### config.mk
export PLATFORM = sky130hd
export DESIGN_NAME = sdh_ctrl
export DESIGN_NICKNAME = d
export VERILOG_FILES = /design/src/design/sdh_pkg.sv /design/src/design/sdh_ctrl.sv
export SDC_FILE = /design/constraint.sdc
export NUM_CORES = 1
export LEC_CHECK = 0
export BUFFER_PORTS_ARGS = -buffer_cell sky130_fd_sc_hd__buf_2
export CAP_MARGIN = 0
export CELL_PAD_IN_SITES_DETAIL_PLACEMENT = 1
export CELL_PAD_IN_SITES_GLOBAL_PLACEMENT = 1
export CORE_MARGIN = 3
export CORE_UTILIZATION = 29
export DETAILED_ROUTE_END_ITERATION = 6
export HOLD_SLACK_MARGIN = 0.05
export PLACE_DENSITY_LB_ADDON = 0.1
export SLEW_MARGIN = 40
export SYNTH_ARGS = -nofsm -noshare
export SYNTH_HDL_FRONTEND = slang
export SYNTH_SLANG_ARGS = --single-unit
### constraint.sdc
create_clock -name clk -period 1.8 [get_ports clk]
set_input_delay 0.09 -clock clk [delete_from_list [all_inputs] [get_ports clk]]
set_output_delay 0.09 -clock clk [all_outputs]
set_load 0.02 [all_outputs]
### src/design/sdh_pkg.sv
// Shared constants, result codes and controller/datapath link types.
`timescale 1ns / 1ps
package sdh_pkg;
    localparam int BUCKETS     = 4096;
    localparam int ENTRIES     = 4096;
    localparam int MAX_LEN     = 40;
    localparam int BKT_W       = $clog2(BUCKETS);
    localparam int ENT_W       = $clog2(ENTRIES);
    localparam int LINK_W      = $clog2(ENTRIES + 1);
    localparam int CLR_W       = $clog2(BUCKETS + 1);
    localparam int LEN_W       = $clog2(MAX_LEN + 1);
    localparam int CHAR_ADDR_W = $clog2(ENTRIES * MAX_LEN);
    localparam int HASH_W      = 32;
    localparam int CHAR_W      = 8;
    localparam int STAT_W      = 2;
    localparam int IDX_W       = 12;

    localparam logic [STAT_W-1:0] ST_NEW   = 2'd0;
    localparam logic [STAT_W-1:0] ST_FIRST = 2'd1;
    localparam logic [STAT_W-1:0] ST_LATER = 2'd2;
    localparam logic [STAT_W-1:0] ST_DROP  = 2'd3;

    typedef struct packed {
        logic              clr_step;
        logic              accept;
        logic              hash_rd;
        logic              head_load;
        logic              ent_rd;
        logic              cmp_step;
        logic              advance;
        logic              mark_reported;
        logic              new_start;
        logic              copy_step;
        logic              link_write;
        logic              res_set;
        logic [STAT_W-1:0] res_code;
        logic              load_result;
        logic              clear_line;
    } cmd_t;

    typedef struct packed {
        logic clr_done;
        logic overlong;
        logic link_zero;
        logic len_match;
        logic len_zero;
        logic char_match;
        logic idx_at_len;
        logic pool_full;
        logic reported;
    } stat_t;
endpackage

### src/design/sdh_ctrl.sv
// Controller state machine: clear sweep, lookup, compare, store, result.
`timescale 1ns / 1ps
module sdh_ctrl (
    input  logic           clk,
    input  logic           rst_n,
    input  logic           char_valid,
    input  logic           char_last,
    output logic           char_ready,
    output logic           result_valid,
    input  logic           result_ready,
    input  sdh_pkg::stat_t st,
    output sdh_pkg::cmd_t  cmd
);
    localparam logic [3:0] S_CLEAR  = 4'd0;
    localparam logic [3:0] S_IDLE   = 4'd1;
    localparam logic [3:0] S_START  = 4'd2;
    localparam logic [3:0] S_HEAD   = 4'd3;
    localparam logic [3:0] S_CHK    = 4'd4;
    localparam logic [3:0] S_LEN    = 4'd5;
    localparam logic [3:0] S_CMP    = 4'd6;
    localparam logic [3:0] S_MATCH  = 4'd7;
    localparam logic [3:0] S_COPY   = 4'd8;
    localparam logic [3:0] S_LINKUP = 4'd9;
    localparam logic [3:0] S_RESULT = 4'd10;

    logic [3:0] state_reg, state_next;
    logic       ovalid_reg, ovalid_next;
    logic       slot_free;

    assign char_ready = (state_reg == S_IDLE);
    assign slot_free  = !ovalid_reg || result_ready;

    always_comb
    begin
        state_next = state_reg;
        cmd        = '0;
        case (state_reg)
            S_CLEAR:
            begin
                if (st.clr_done)
                begin
                    state_next = S_IDLE;
                end
                else
                begin
                    cmd.clr_step = 1'b1;
                end
            end
            S_IDLE:
            begin
                if (char_valid)
                begin
                    cmd.accept = 1'b1;
                    if (char_last)
                    begin
                        state_next = S_START;
                    end
                end
            end
            S_START:
            begin
                if (st.overlong)
                begin
                    cmd.res_set  = 1'b1;
                    cmd.res_code = sdh_pkg::ST_DROP;
                    state_next   = S_RESULT;
                end
                else
                begin
                    cmd.hash_rd = 1'b1;
                    state_next  = S_HEAD;
                end
            end
            S_HEAD:
            begin
                cmd.head_load = 1'b1;
                state_next    = S_CHK;
            end
            S_CHK:
            begin
                if (!st.link_zero)
                begin
                    cmd.ent_rd = 1'b1;
                    state_next = S_LEN;
                end
                else if (st.pool_full)
                begin
                    cmd.res_set  = 1'b1;
                    cmd.res_code = sdh_pkg::ST_DROP;
                    state_next   = S_RESULT;
                end
                else
                begin
                    cmd.new_start = 1'b1;
                    state_next    = S_COPY;
                end
            end
            S_LEN:
            begin
                if (!st.len_match)
                begin
                    cmd.advance = 1'b1;
                    state_next  = S_CHK;
                end
                else if (st.len_zero)
                begin
                    state_next = S_MATCH;
                end
                else
                begin
                    cmd.cmp_step = 1'b1;
                    state_next   = S_CMP;
                end
            end
            S_CMP:
            begin
                if (!st.char_match)
                begin
                    cmd.advance = 1'b1;
                    state_next  = S_CHK;
                end
                else if (st.idx_at_len)
                begin
                    state_next = S_MATCH;
                end
                else
                begin
                    cmd.cmp_step = 1'b1;
                end
            end
            S_MATCH:
            begin
                cmd.res_set       = 1'b1;
                cmd.res_code      = st.reported ? sdh_pkg::ST_LATER : sdh_pkg::ST_FIRST;
                cmd.mark_reported = 1'b1;
                state_next        = S_RESULT;
            end
            S_COPY:
            begin
                cmd.copy_step = 1'b1;
                if (st.idx_at_len)
                begin
                    state_next = S_LINKUP;
                end
            end
            S_LINKUP:
            begin
                cmd.link_write = 1'b1;
                cmd.res_set    = 1'b1;
                cmd.res_code   = sdh_pkg::ST_NEW;
                state_next     = S_RESULT;
            end
            S_RESULT:
            begin
                if (slot_free)
                begin
                    cmd.load_result = 1'b1;
                    cmd.clear_line  = 1'b1;
                    state_next      = S_IDLE;
                end
            end
            default:
            begin
                state_next = S_IDLE;
            end
        endcase
    end

    always_comb
    begin
        ovalid_next = ovalid_reg;
        if (cmd.load_result)
        begin
            ovalid_next = 1'b1;
        end
        else if (result_ready)
        begin
            ovalid_next = 1'b0;
        end
    end

    always_ff @(posedge clk or negedge rst_n)
    begin
        if (!rst_n)
        begin
            state_reg  <= S_CLEAR;
            ovalid_reg <= 1'b0;
        end
        else
        begin
            state_reg  <= state_next;
            ovalid_reg <= ovalid_next;
        end
    end

    assign result_valid = ovalid_reg;
endmodule

==> results.toml, run 1 <==
[status]
status = "complete, no violations"

[timing]
finalMaxSlewViolations = 0
relSlewSlack_pct = 77.0
hold_slack_ps = 149
period_needed_ps = 1690
hold_violations = 0
post-route-period-util_pct = 93.9
fin_worst_skew_ps = 6.92
finalSetupViolCount = 0
setup_tns_ps = 0
fmax_mhz = 592
tightest_slew_ps = 337

[final_layout]
fin_util_pct = 45.3
drive_gt1_share_pct = 44.4
largest_reg_flops = 4
area.growth.synth_to_final_pct = 39.6
fin_nets = 132
diodes = 0

[yosys]
syn_area_um2 = 591
synth.distinct_cells = 32
avgSynthCellArea_um2 = 7.03
yosysTopAreaCell = "dfrtp_1"
synthTopCellsByArea = "dfrtp_1 21%, nand2_1 8.9%, nor2_1 5.7%"
syn_inst = 84
syn_nets = 98
ys_seq_area_share_pct = 21.2
ys_ff_latch = 5
yosysWarnings = 0
synth_top_area_share_pct = 21.2

[placed_design]
port_buffers = 31
routabilityCongestion = 0.727
dp_hpwl_um = 1580

[clocking]
tritoncts = "done"
clkLatencyLatePin_ps = 240
numCtsBuffers = 3
cts_setup_buffers = 0
clock-sinks = 5
clockBufferDepth = 2
clockRootBuffer = "clkbuf_4"
clk_pin_slew_ps = 50
htree_levels = 1

[critical_path]
arrival_ps = 1600
slowest_delay_ps = 450
crit_chain = "and2b_2, nand2_1, nor3_2, a31oi_2, o21ai_1, buf_2"
slowest_stage = "dfrtp_2"
ff2ff_setup_slack_ps = 190
critPathLaunchType = "register"
worst-setup-path-type = "reg -> out"
crit_required_ps = 1710
crit_path_end_kind = "output pin"
cp_max_fo = 7
ff2ff_path_depth = 5

[pwr]
p_int_uw = 625
seq_power_share_pct = 20.0
leakage_nw = 0.417
irDropWorstVdd_uv = 818
p_sw_share_pct = 53.2
pwr-share-clk_pct = 9.7
combinationalPowerShare_pct = 70.3
p_sw_uw = 711
power_density_mw_per_mm2 = 1620

[grt]
grt_pass1_vias = 712
grt-ovfl-total = 0
antenna_found_initial = 0
grt_first_pass_wirelength_um = 3260
globalRouteTotalUtil_pct = 16.1
grt_max_degree = 14

[drt]
drt_wl_total_um = 1950
drtIter0Drc = 8
vias = 725
detail-route-antenna-nets = 0
via_per_inst = 5.11
drt_first_pass_iters = 4
routedWlPerCell_um = 13.8
drc = 0

[flow_run]
drv_cap = 0

[worst_hold_path]
worstHoldPathType = "in -> reg"
hold_depth = 3

[floorplanning]
rows = 15
core_area_mm2 = 0.00182
pin_count = 32
chipHeight_um = 51.1
die_x_um = 51.1
die-area_mm2 = 0.00261
start_util_pct = 32.4
per-layer routing:
metal | up-vias | share of wire, % | GRT usage (%)
met5 | - | 0 | 0
met4 | 0 | 0 | 4.04
met3 | 0 | 7.6 | 3.50
met2 | 26 | 47 | 26.4
met1 | 334 | 45 | 21.1
li1 | 365 | - | -
stage by stage:
stage,worst slack [ps],power [mW],instances,instance area [um2]
after global routing,-10.8,1.47,142,825
after detailed placement,161,1.18,137,767
after CTS,33.4,1.32,142,807
after floorplan,82.2,0.925,84,591
final,110,1.34,142,825
after global placement,172,1.16,137,767
worst paths after layout:
kind | start | to
hold / removal | result_ready | result_valid
max in group asynchronous | rst_n | state_reg[2]
min in group asynchronous | rst_n | result_valid
hold reg to reg | result_valid | result_valid
setup / recovery | state_reg[2] | cmd[2]
setup reg to reg | state_reg[0] | state_reg[0]
layout by cell type, fill, tap and decap left out, drive strengths merged, types with 2 or more instances in the layout:
master   instances
buf             35
nand2           14
nor2             9
inv              7
o21ai            6
dfrtp            5
a21oi            4
clkbuf           4
o22ai            3
nor3             3
nor4             3
nand2b           3
and2             2
nor2b            2
nand4b           2
a31oi            2
a2111oi          2
worst max-delay path: cells and delay by family, from the launching register on:
family | cells | cell delay (ps)
AOI/OAI and AO/OA | 2 | 270
buffers and inverters | 1 | 160
DFF | 1 | 450
and+or+nand+nor | 3 | 470
synthesized netlist by cell type:
cell and number:
a2111oi_0 1, a2111oi_2 1, a21oi_1 4, a31oi_1 2
a41oi_1 1, and2_1 2, and2b_1 1, buf_2 5
buf_4 2, dfrtp_1 5, inv_1 7, nand2_1 14
nand2b_1 2, nand2b_2 1, nand3_1 1, nand3b_1 1
nand4b_1 1, nand4b_4 1, nand4bb_1 1, nor2_1 9
nor2b_1 2, nor3_1 3, nor4_1 2, nor4_2 1
nor4b_2 1, o21ai_0 2, o21ai_1 4, o22a_1 1
o22ai_1 3, o31ai_1 1, o32a_2 1, or2_1 1
power by group through the flow:
stage / Clock, mW / Combinational [mW] / Sequential, mW
after floorplan: 0 / 0.720 / 0.205
after global placement: 0 / 0.919 / 0.246
final: 0.129 / 0.939 / 0.267
after detailed placement: 0 / 0.926 / 0.255
after global routing: 0.141 / 1.04 / 0.284
after CTS: 0.132 / 0.933 / 0.258
logic make-up (layout without fill, tap and decap cells):
kind of cell	after synthesis	after routing	synth area share (%)
flip-flops	5	5	21.2
buffers and inverters	14	47	11.2
AO/OA/AOI/OAI	21	21	23.9
AND/OR/NAND/NOR	44	44	43.6
cell type report:
class                           count  area (um2)
Fill cell                         248         996
Multi-Input combinational cell     65         417
Timing Repair Buffer               36         195
Sequential cell                     5         129
Tap cell                           25        31.3
Clock buffer                        4        26.3
Inverter                            7        26.3
what timing repair did:
| action | CTS | global route |
|---|---|---|
| pin swaps | 0 | 0 |
| setup endpoints to repair | 3 | 4 |
| hold buffers | 1 | 0 |
| resized for setup | 3 | 5 |
| endpoints found under the hold margin | 5 | 0 |
No activity file was read; power rests on OpenSTA's default activity.
==> run 2, diff against run 1 <==
--- a/config.mk
+++ b/config.mk
@@ -9,7 +9,7 @@
 export CAP_MARGIN = 0
 export CELL_PAD_IN_SITES_DETAIL_PLACEMENT = 1
 export CELL_PAD_IN_SITES_GLOBAL_PLACEMENT = 1
-export CORE_MARGIN = 3
+export CORE_MARGIN = 4
 export CORE_UTILIZATION = 29
 export DETAILED_ROUTE_END_ITERATION = 6
 export HOLD_SLACK_MARGIN = 0.05
==> results.toml, run 2 (synthesized netlist as in run 1, its figures left out) <==
[critical_path]
worst-setup-path-type = "reg -> reg"
arrival_ps = 1820
crit_path_end_kind = "register"
crit_required_ps = 1920
cp_max_fo = 7
critPathLaunchType = "register"

[drt]
vias = 767
drt_wl_total_um = 2080
drt_first_pass_iters = 4
detail-route-antenna-nets = 0
routedWlPerCell_um = 14.0
via_per_inst = 5.15
drtIter0Drc = 6
drc = 0

[final_layout]
area.growth.synth_to_final_pct = 48.5
largest_reg_flops = 4
fin_nets = 137
mostFrequentLayoutCell = "buf_2"
diodes = 0
drive_gt1_share_pct = 45.9
final_cell_mix = "30 x buf_2, 14 x nand2_1, 10 x buf_4"

[grt]
grt_pass1_vias = 781
globalRouteTotalUtil_pct = 16.3
grt_max_degree = 12
grt-ovfl-total = 0
grt_first_pass_wirelength_um = 3290
antenna_found_initial = 0

[pwr]
irDropWorstVdd_uv = 578
leakage_nw = 0.441
p_sw_share_pct = 52.3
seq_power_share_pct = 17.6
combinationalPowerShare_pct = 73.4
p_int_uw = 700
p_sw_uw = 768
total_power_mw = 1.47
pwr-share-clk_pct = 9.0
power_density_mw_per_mm2 = 1670

[placed_design]
port_buffers = 31
routabilityCongestion = 0.805
post-place-ws_ps = 82.7
dp_hpwl_um = 1610

[clocking]
numCtsBuffers = 3
clk_pin_slew_ps = 50
tritoncts = "done"
clockRootBuffer = "clkbuf_4"
htree_levels = 1
clkLatencyLatePin_ps = 250
clockBufferDepth = 2
clock-sinks = 5

[timing]
finalSetupViolCount = 0
period_needed_ps = 1700
rsz0062_at_grt = "false"
finalMaxSlewViolations = 0
tightest_slew_ps = 596
fin_worst_skew_ps = 7.03
relSlewSlack_pct = 59.9
setup_tns_ps = 0
hold_violations = 0
post-route-period-util_pct = 94.4
setup_slack_ps = 102
fmax_mhz = 589

[flow_run]
drv_cap = 0

[worst_hold_path]
worstHoldPathType = "in -> reg"

[floorplanning]
die_x_um = 53.1
die-area_mm2 = 0.00282
chipHeight_um = 53.1
start_util_pct = 30.4
core_area_mm2 = 0.00194
rows = 16
pin_count = 32

[status]
status = "complete, no violations"
run 2: layout make-up:
| class | instances | area (um2) |
|---|---|---|
| timing repair buffer | 41 | 235 |
| clock buffer | 4 | 26.3 |
| fill | 280 | 1060 |
| multi-input combinational | 65 | 427 |
| sequential | 5 | 129 |
| tap | 27 | 33.8 |
| inverter | 7 | 26.3 |
run 2: metal layers:
layer	wire length, um	up-vias	share of wire (%)	GRT usage (%)
li1	-	370	-	-
met1	920	363	44	18.4
met2	1040	34	50	26.9
met3	124	0	6.0	5.07
met4	0	0	0	8.94
met5	0	-	0	0
run 2: worst max-delay path: stages (launching register included):
cell       delay (ps)
dfrtp_2           450
and2b_2           230
buf_4             150
nand4b_1          160
nand4b_4          170
a2111oi_4         350
a21oi_1            70
run 2: path summary, 6_finish.rpt:
check,from,endpoint,slack (ps),cells past startpoint
max,state_reg[2],state_reg[1],100,6
min,result_ready,result_valid,140,3
max reg2reg,state_reg[2],state_reg[1],100,6
min reg2reg,result_valid,result_valid,510,2
max in group asynchronous,rst_n,state_reg[2],1470,2
min in group asynchronous,rst_n,state_reg[0],180,2
run 2: repair_timing:
item,4_1_cts,5_1_grt
hold endpoints to repair,5,0
endpoints found under the setup margin,3,4
hold buffers,1,0
buffers inserted,3,0
resized for setup,5,4
cloned,0,0
pin swaps,2,1
run 2: through the flow:
step / hold slack, ps / area [um2] / std cells / util (%)
after floorplan: -206 / 591 / 84 / -
after global placement: -90.1 / 785 / 141 / 40.4
after detailed placement: -89.8 / 785 / 141 / 40.4
after CTS: 145 / 855 / 149 / 44.0
after global routing: 183 / 877 / 149 / 45.2
final: 143 / 877 / 149 / 45.2
run 2: power groups by stage:
stage / Combinational (mW) / Clock (mW) / Sequential (mW)
after floorplan: 0.720 / 0 / 0.205
after global placement: 0.979 / 0 / 0.236
after detailed placement: 0.980 / 0 / 0.245
after CTS: 1.02 / 0.136 / 0.248
after global routing: 1.18 / 0.149 / 0.261
final: 1.08 / 0.133 / 0.258
